$ cat src/design/pptq_pkg.sv
package pptq_pkg;

   localparam int QUEUE_DEPTH   = 64;
   localparam int NEST_DEPTH    = 64;
   localparam int PRIORITY_BITS = 8;
   localparam int QIDX_BITS     = $clog2(QUEUE_DEPTH);
   localparam int NIDX_BITS     = $clog2(NEST_DEPTH);
   localparam int QCNT_BITS     = $clog2(QUEUE_DEPTH + 1);
   localparam int NCNT_BITS     = $clog2(NEST_DEPTH + 1);
   localparam int LEVEL_BITS    = PRIORITY_BITS + 1;

   localparam logic [1:0] REQ_ADD      = 2'd0;
   localparam logic [1:0] REQ_DISPATCH = 2'd1;
   localparam logic [1:0] REQ_FINISH   = 2'd2;
   localparam logic [1:0] REQ_UNUSED   = 2'd3;

   localparam logic [2:0] ST_OK        = 3'd0;
   localparam logic [2:0] ST_NULL      = 3'd1;
   localparam logic [2:0] ST_FULL      = 3'd2;
   localparam logic [2:0] ST_NO_DISP   = 3'd3;
   localparam logic [2:0] ST_NO_RUN    = 3'd4;

   typedef struct packed {
      logic [1:0]  req_type;
      logic [15:0] task_handle;
      logic [7:0]  task_priority;
   } req_type_type;

   typedef struct packed {
      logic [2:0]  status;
      logic [15:0] dispatched_handle;
      logic [7:0]  dispatched_priority;
      logic [6:0]  queued_count;
      logic [6:0]  nest_depth;
   } rsp_type;

   typedef struct packed {
      logic [15:0]              handle;
      logic [PRIORITY_BITS-1:0] prio;
   } entry_type;

   typedef enum logic [2:0] {
      S_IDLE, S_SCAN_RD, S_SCAN, S_SHIFT_UP, S_SHIFT_DN, S_POP_RD, S_POP, S_RESP
   } state_type;

endpackage

$ cat src/design/pptq_stack.sv
module pptq_stack (
   input  logic                             clock,
   input  logic                             push,
   input  logic [pptq_pkg::NIDX_BITS-1:0]   push_addr,
   input  logic [pptq_pkg::LEVEL_BITS-1:0]  push_data,
   input  logic [pptq_pkg::NIDX_BITS-1:0]   rd_addr,
   output logic [pptq_pkg::LEVEL_BITS-1:0]  rd_data
);
   logic [pptq_pkg::LEVEL_BITS-1:0] mem [pptq_pkg::NEST_DEPTH];

   always_ff @(posedge clock) begin
      if (push) begin
         mem[push_addr] <= push_data;
      end
      rd_data <= mem[rd_addr];
   end
endmodule

$ cat src/design/pptq_queue_mem.sv
module pptq_queue_mem (
   input  logic                            clock,
   input  logic                            wr_en,
   input  logic [pptq_pkg::QIDX_BITS-1:0]  wr_addr,
   input  pptq_pkg::entry_type             wr_data,
   input  logic [pptq_pkg::QIDX_BITS-1:0]  rd_addr,
   output pptq_pkg::entry_type             rd_data
);
   pptq_pkg::entry_type mem [pptq_pkg::QUEUE_DEPTH];

   always_ff @(posedge clock) begin
      if (wr_en) begin
         mem[wr_addr] <= wr_data;
      end
      rd_data <= mem[rd_addr];
   end
endmodule

$ cat src/design/preemptive_priority_task_queue.sv
// Priority task queue: up to 64 tasks kept sorted in a single-port-read memory,
// highest priority first, FIFO among equals, plus a 64-deep stack of saved
// running levels. One request at a time: an add scans from the head to find
// its slot (one entry per cycle) and then shifts the tail up one entry per
// cycle; a successful dispatch shifts the queue down one entry per cycle. The
// next request is accepted in the idle state, which is re-entered as the
// response is loaded. The response register lets the next request enter
// while the previous response is still stalled; a new response waits until
// the previous one has been taken.
module preemptive_priority_task_queue (
   input  logic                          clock,
   input  logic                          reset,
   input  logic                          req_valid,
   output logic                          req_stall,
   input  pptq_pkg::req_type_type        req_data,
   output logic                          rsp_valid,
   input  logic                          rsp_stall,
   output pptq_pkg::rsp_type             rsp_data
);
   localparam int QB = pptq_pkg::QIDX_BITS;
   localparam int CB = pptq_pkg::QCNT_BITS;
   localparam int NB = pptq_pkg::NCNT_BITS;
   localparam int SB = pptq_pkg::NIDX_BITS;
   localparam int LB = pptq_pkg::LEVEL_BITS;
   localparam int PB = pptq_pkg::PRIORITY_BITS;

   pptq_pkg::state_type     state_ff, state_in;
   pptq_pkg::req_type_type  req_ff;
   logic [CB-1:0] count_ff, count_in;
   logic [NB-1:0] sp_ff, sp_in;
   logic [LB-1:0] level_ff, level_in;
   logic [CB-1:0] idx_ff, idx_in;
   logic [CB-1:0] slot_ff, slot_in;
   logic [2:0]    status_ff, status_in;
   logic [15:0]   dh_ff, dh_in;
   logic [PB-1:0] dp_ff, dp_in;
   logic          rsp_valid_ff, rsp_valid_in;
   pptq_pkg::rsp_type rsp_ff, rsp_in;

   logic                wr_en;
   logic [QB-1:0]       wr_addr, rd_addr;
   pptq_pkg::entry_type wr_data, rd_data, new_entry;
   logic                push;
   logic [LB-1:0]       stk_rd;
   logic                accept;

   assign accept    = req_valid && !req_stall;
   assign req_stall = (state_ff != pptq_pkg::S_IDLE);
   assign new_entry = '{handle: req_ff.task_handle, prio: req_ff.task_priority[PB-1:0]};

   pptq_queue_mem u_mem (
      .clock, .wr_en, .wr_addr, .wr_data, .rd_addr, .rd_data
   );

   pptq_stack u_stack (
      .clock,
      .push      (push),
      .push_addr (sp_ff[SB-1:0]),
      .push_data (level_ff),
      .rd_addr   (SB'(sp_ff - NB'(1))),
      .rd_data   (stk_rd)
   );

   always_ff @(posedge clock) begin
      if (reset) begin
         state_ff     <= pptq_pkg::S_IDLE;
         count_ff     <= '0;
         sp_ff        <= '0;
         level_ff     <= '0;
         rsp_valid_ff <= 1'b0;
      end else begin
         state_ff     <= state_in;
         count_ff     <= count_in;
         sp_ff        <= sp_in;
         level_ff     <= level_in;
         rsp_valid_ff <= rsp_valid_in;
      end
      if (accept) begin
         req_ff <= req_data;
      end
      idx_ff    <= idx_in;
      slot_ff   <= slot_in;
      status_ff <= status_in;
      dh_ff     <= dh_in;
      dp_ff     <= dp_in;
      rsp_ff    <= rsp_in;
   end

   // Next state.
   always_comb begin
      state_in = state_ff;
      case (state_ff)
         pptq_pkg::S_IDLE: begin
            if (accept) begin
               state_in = pptq_pkg::S_SCAN_RD;
            end
         end
         pptq_pkg::S_SCAN_RD: begin
            state_in = pptq_pkg::S_RESP;
            case (req_ff.req_type)
               pptq_pkg::REQ_ADD: begin
                  if (req_ff.task_handle != '0 && count_ff < CB'(pptq_pkg::QUEUE_DEPTH)) begin
                     state_in = pptq_pkg::S_SCAN;
                  end
               end
               pptq_pkg::REQ_DISPATCH: begin
                  if (count_ff != '0 && sp_ff < NB'(pptq_pkg::NEST_DEPTH)) begin
                     state_in = pptq_pkg::S_POP_RD;
                  end
               end
               default: ;
            endcase
         end
         pptq_pkg::S_SCAN: begin
            if (idx_ff == count_ff || rd_data.prio < new_entry.prio) begin
               state_in = pptq_pkg::S_SHIFT_UP;
            end
         end
         pptq_pkg::S_SHIFT_UP: begin
            if (idx_ff == slot_ff) state_in = pptq_pkg::S_RESP;
         end
         pptq_pkg::S_POP_RD: state_in = pptq_pkg::S_POP;
         pptq_pkg::S_POP: begin
            if ({1'b0, rd_data.prio} + LB'(1) < level_ff) begin
               state_in = pptq_pkg::S_RESP;
            end else begin
               state_in = pptq_pkg::S_SHIFT_DN;
            end
         end
         pptq_pkg::S_SHIFT_DN: begin
            if (idx_ff >= count_ff) state_in = pptq_pkg::S_RESP;
         end
         pptq_pkg::S_RESP: begin
            if (!rsp_valid_ff || !rsp_stall) state_in = pptq_pkg::S_IDLE;
         end
         default: state_in = pptq_pkg::S_IDLE;
      endcase
   end

   // Datapath and outputs. In S_SHIFT_UP idx counts down from count to the
   // insertion slot; rd_data holds entry idx-1, read in the previous cycle.
   always_comb begin
      count_in     = count_ff;
      sp_in        = sp_ff;
      level_in     = level_ff;
      idx_in       = idx_ff;
      slot_in      = slot_ff;
      status_in    = status_ff;
      dh_in        = dh_ff;
      dp_in        = dp_ff;
      rsp_in       = rsp_ff;
      rsp_valid_in = rsp_valid_ff && rsp_stall;
      wr_en        = 1'b0;
      wr_addr      = QB'(idx_ff);
      wr_data      = rd_data;
      rd_addr      = QB'(idx_ff);
      push         = 1'b0;
      case (state_ff)
         pptq_pkg::S_IDLE: begin
            idx_in    = '0;
            status_in = pptq_pkg::ST_OK;
            dh_in     = '0;
            dp_in     = '0;
            rd_addr   = '0;
         end
         pptq_pkg::S_SCAN_RD: begin
            idx_in = '0;
            case (req_ff.req_type)
               pptq_pkg::REQ_ADD: begin
                  if (req_ff.task_handle == '0) begin
                     status_in = pptq_pkg::ST_NULL;
                  end else if (count_ff >= CB'(pptq_pkg::QUEUE_DEPTH)) begin
                     status_in = pptq_pkg::ST_FULL;
                  end
               end
               pptq_pkg::REQ_DISPATCH: begin
                  if (count_ff == '0 || sp_ff >= NB'(pptq_pkg::NEST_DEPTH)) begin
                     status_in = pptq_pkg::ST_NO_DISP;
                  end
               end
               pptq_pkg::REQ_FINISH: begin
                  if (sp_ff == '0) begin
                     status_in = pptq_pkg::ST_NO_RUN;
                  end else begin
                     sp_in    = sp_ff - NB'(1);
                     level_in = stk_rd;
                  end
               end
               default: ;
            endcase
            rd_addr = '0;
         end
         pptq_pkg::S_SCAN: begin
            // rd_data holds entry idx (read last cycle).
            if (idx_ff == count_ff || rd_data.prio < new_entry.prio) begin
               // Slot found at idx; the shift begins at the tail.
               slot_in = idx_ff;
               idx_in  = count_ff;
               rd_addr = QB'(count_ff - CB'(1));
            end else begin
               idx_in  = idx_ff + CB'(1);
               rd_addr = QB'(idx_ff + CB'(1));
            end
         end
         pptq_pkg::S_SHIFT_UP: begin
            // Write entry idx: either the shifted entry idx-1 or the new one.
            wr_en = 1'b1;
            if (idx_ff == slot_ff) begin
               wr_data  = new_entry;
               count_in = count_ff + CB'(1);
            end else begin
               wr_data = rd_data;
               idx_in  = idx_ff - CB'(1);
               rd_addr = QB'(idx_ff - CB'(2));
            end
         end
         pptq_pkg::S_POP_RD: begin
            rd_addr = '0;
         end
         pptq_pkg::S_POP: begin
            if ({1'b0, rd_data.prio} + LB'(1) < level_ff) begin
               status_in = pptq_pkg::ST_NO_DISP;
            end else begin
               dh_in    = rd_data.handle;
               dp_in    = rd_data.prio;
               push     = 1'b1;
               sp_in    = sp_ff + NB'(1);
               level_in = {1'b0, rd_data.prio} + LB'(1);
               idx_in   = CB'(1);
               rd_addr  = QB'(1);
            end
         end
         pptq_pkg::S_SHIFT_DN: begin
            // rd_data holds entry idx; write it at idx-1.
            if (idx_ff < count_ff) begin
               wr_en   = 1'b1;
               wr_addr = QB'(idx_ff - CB'(1));
               idx_in  = idx_ff + CB'(1);
               rd_addr = QB'(idx_ff + CB'(1));
            end else begin
               count_in = count_ff - CB'(1);
            end
         end
         pptq_pkg::S_RESP: begin
            if (!rsp_valid_ff || !rsp_stall) begin
               rsp_valid_in = 1'b1;
               rsp_in.status              = status_ff;
               rsp_in.dispatched_handle   = dh_ff;
               rsp_in.dispatched_priority = 8'(dp_ff);
               rsp_in.queued_count        = 7'(count_ff);
               rsp_in.nest_depth          = 7'(sp_ff);
            end else begin
               rsp_valid_in = 1'b1;
            end
         end
         default: ;
      endcase
   end

   assign rsp_valid = rsp_valid_ff;
   assign rsp_data  = rsp_ff;
endmodule

$ cat config.mk
export PLATFORM = sky130hd
export DESIGN_NAME = preemptive_priority_task_queue
export DESIGN_NICKNAME = d
export VERILOG_FILES = /design/src/design/pptq_pkg.sv /design/src/design/pptq_stack.sv /design/src/design/pptq_queue_mem.sv /design/src/design/preemptive_priority_task_queue.sv
export SDC_FILE = /design/constraint.sdc
export NUM_CORES = 2
export LEC_CHECK = 0
export CORE_MARGIN = 2
export CORE_UTILIZATION = 65
export CTS_BUF_LIST = sky130_fd_sc_hd__clkbuf_8
export CTS_CLUSTER_DIAMETER = 120
export CTS_CLUSTER_SIZE = 10
export DETAILED_ROUTE_END_ITERATION = 10
export DONT_BUFFER_PORTS = 1
export GPL_TIMING_DRIVEN = 1
export PLACE_DENSITY_LB_ADDON = 0.1
export SLEW_MARGIN = 20
export SYNTH_ARGS = -nofsm -noshare
export SYNTH_HDL_FRONTEND = slang
export SYNTH_SLANG_ARGS = --single-unit
$ cat constraint.sdc
create_clock -name clock -period 5.5 [get_ports clock]
set_clock_uncertainty 0.05 [all_clocks]
set_input_delay 0.275 -clock clock [delete_from_list [all_inputs] [get_ports clock]]
set_output_delay 0.275 -clock clock [all_outputs]
set_load 0.005 [all_outputs]
==> flow_summary.ini <==
[final_layout]
layout.nets = 5237
utilization_pct = 72.4
drive_gt1_share_pct = 22.6
fin_area_um2 = 98100
syn_to_final_growth_pct = 10.4

[placement]
portBuffers = 0
gp_congestion = 0.973
placedInstanceArea_um2 = 93300
dp_slack_ns = -0.145
hpwl_um = 141000

[worst_setup_path]
crit_path_max_fanout = 53
rr_worst_depth = 17
critPathLaunchType = register
crit_family = compound AO/OA/AOI/OAI gates
end_kind = register
r2r_end = u_mem.rd_data[20]
worst-path-buf-inv = 5
r2r-start = u_mem.rd_data[6]
r2r_setup_slack_ns = 0.07
cp_common_cell = buf_12
cpPeakStageDelay_ns = 0.66
cp.required_ns = 6.31
cp_slowest_cell = or4_1
cp.arrival_ns = 6.24
path_cells = buf_4, xor2_1, ha_1, nand4_1, a211oi_2, nor4_2, o41a_1, a2111o_2, buf_12, buf_12, buf_12, mux2i_1, o22ai_1, o21ai_2, buf_4, nand4_1, or4_1
path_class = register to register

[sta]
post-route-min-period_ns = 5.43
period_share_pct = 98.7
slew_violations = 0
worst_slack_ns = 0.0704
worst_slew_pin_slew_ns = 1.16
rsz0062_at_grt = true
slew_headroom_pct = 22.9
hold_viol = 0
finalSetupViolCount = 0
fmax_mhz = 184
whs_ns = 0.138

[route]
ant_nets = 1
drc = 0
drt_iter0_drc = 7019
firstDrtPassIters = 6
wl_um = 231000
routedWlPerCell_um = 32.9
via_per_inst = 6.85
num_vias = 48148

[pwr]
ir_worst_vdd_mv = 0.382
p_int_mw = 31.5
power_mw = 47.6
leakage_nw = 31.4
switching_share_pct = 33.7
clkPwrFrac_pct = 21.5
switchingPower_mw = 16.1
p_comb_share_pct = 32.0
power_per_cell_area_nw_per_um2 = 485
sequentialPowerShare_pct = 46.5

[yosys]
syn_area_per_cell_um2 = 18.6
synth_edf_count = 2220
ys_ff_latch = 2280
syn-num-nets = 4843
synth_cell_types = 74
synthArstFlopShare_pct = 0
netlist_area_um2 = 88900
syn_inst = 4777
synth-seq-area-share_pct = 76.3
synth_warnings = 0
synthFlopType = edfxtp_1

[cts]
cts_tree = yes
cts_inserted_buffers = 277
cts.path.max_buffers = 4
clkTransAtPathRegs_ns = 0.07
root_buffer = clkbuf_8
cts-htree-levels = 5
cts_sinks = 2280
clock_latency_ns = 1.00

[global_route]
grt_util_all_layers_pct = 33.4
grt_max_degree = 89
grt_overflow = 0
grt_pass1_wl_um = 332000
grt_pass1_vias = 46954
antenna_found_initial = 17

[die]
rows = 135
dieWidth_um = 374
die_area_um2 = 140000
ios = 73
core_area_um2 = 136000
start_util_pct = 65.6
chipHeight_um = 374

[worst_hold_path]
hold_path_depth = 3
hold_end = rsp_valid
hold_class = input port to register
holdCritStartpoint = rsp_stall

[run_status]
violations = antenna violations
status = finished, violations left

[run]
cap_violations = 0
-- worst register-to-register path: cells and delay by family (launching register included) --
kind	cells	cell delay (ns)
multiplexers	1	0.16
XOR/XNOR	1	0.10
flip-flops	1	0.61
AO/OA/AOI/OAI	5	1.56
buffers and inverters	5	1.09
AND/OR/NAND/NOR	4	1.40
adder cells (fa/ha/maj)	1	0.31
-- per-stage QoR --
step           instances  setup TNS [ns]
2_1_floorplan       4777               0
3_3_place_gp        6612          -0.116
3_5_place_dp        6612          -0.344
4_1_cts             7020               0
5_1_grt             7026        -0.00252
6_report            7033               0
-- how the worst max path moves through the flow --
stage,to,cells past startpoint,startpoint,slack [ns]
after detailed placement,u_mem.rd_data[20],19,u_mem.rd_data[1],-0.15
after global routing,u_mem.rd_data[20],19,u_mem.rd_data[1],-0.003
after floorplan,u_mem.rd_data[7],13,level_ff[4],0.96
after CTS,u_mem.rd_data[20],19,u_mem.rd_data[0],0.02
after global placement,u_mem.rd_data[5],17,u_mem.rd_data[1],-0.06
final,u_mem.rd_data[20],17,u_mem.rd_data[6],0.07
-- sequential cells by signal, indices dropped and copies added, names as in the netlist, 7 cells and up --
name and count:
u_mem.mem 1536, u_stack.mem 576, rsp_data 41, new_entry 24, u_mem.rd_data 24, dh_ff 16, level_ff 9, u_stack.rd_data 9
dp_ff 8, count_ff 7, idx_ff 7, slot_ff 7, sp_ff 7
-- Yosys cell counts (all sizes together), types with 9 or more instances --
cell type,n,area [um2]
a211oi,10,85.1
a21oi,105,529
a22oi,106,796
a31oi,12,75.1
a32oi,10,87.6
and3,31,194
buf,126,624
clkbuf,145,544
dfxtp,60,1200
edfxtp,2220,66700
ha,36,450
inv,35,131
mux2,24,270
mux2i,138,1380
mux4,421,9480
nand2,469,1760
nand3,244,1220
nand4,46,288
nor2,200,751
nor3,34,170
nor4,10,68.8
o21ai,54,270
o22ai,47,294
or3,9,56.3
or4,23,173
xnor2,35,307
-- power groups by stage --
stage          clock network, mW  logic, mW  registers [mW]
4_1_cts                     10.4       14.9            22.1
3_5_place_dp                   0       14.8            22.5
6_report                    10.2       15.2            22.1
5_1_grt                     11.0       16.0            22.1
2_1_floorplan                  0       8.49            22.2
3_3_place_gp                   0       14.6            22.4
-- timing repair --
item,in CTS,in global routing
hold buffers,56,1
setup endpoints to repair,3,20
pin swaps,0,6
setup buffers,3,1
hold endpoints to repair,120,27
resized for setup,4,20
-- kinds of logic after synthesis --
logic type                 count (synthesis)  synth area share, %
DFF                                     2280                 76.3
and+or+nand+nor                         1104                 5.56
muxes                                    583                 12.5
AOI/OAI and AO/OA                        424                 3.21
buffers and inverters                    307                 1.47
xor gates and xnor gates                  43                0.424
adders and majority gates                 36                0.507
-- layer usage --
metal	up-vias	routed length [um]	track usage, %	share of wire (%)
met5	-	78	0	0.034
met4	8	9250	12.3	4.0
met3	488	28500	8.71	12
met2	3035	106000	50.1	46
met1	24722	87500	48.4	38
li1	19895	-	-	-
-- cell type report --
| type | count | area, um2 |
|---|---|---|
| fill | 8041 | 37500 |
| multi-input combinational | 2190 | 20100 |
| clock buffer | 281 | 3870 |
| clock inverter | 68 | 277 |
| inverter | 36 | 135 |
| sequential | 2280 | 67900 |
| timing repair buffer | 386 | 3600 |
| tap | 1781 | 2230 |
| antenna | 11 | 27.5 |
-- cells in the final DEF, fill, tap and decap left out, types with 47 or more instances in the layout --
cell type	instances
a21oi_1	99
a22oi_1	104
buf_4	282
clkbuf_8	281
dfxtp_1	47
dlygate4sd3_1	56
edfxtp_1	2220
inv_1	97
mux2i_1	138
mux4_2	421
nand2_1	468
nand3_1	244
nor2_1	134
nor2_2	65
o21ai_0	51
o22ai_1	47
Note: power is estimated with default switching activity, not from simulation.
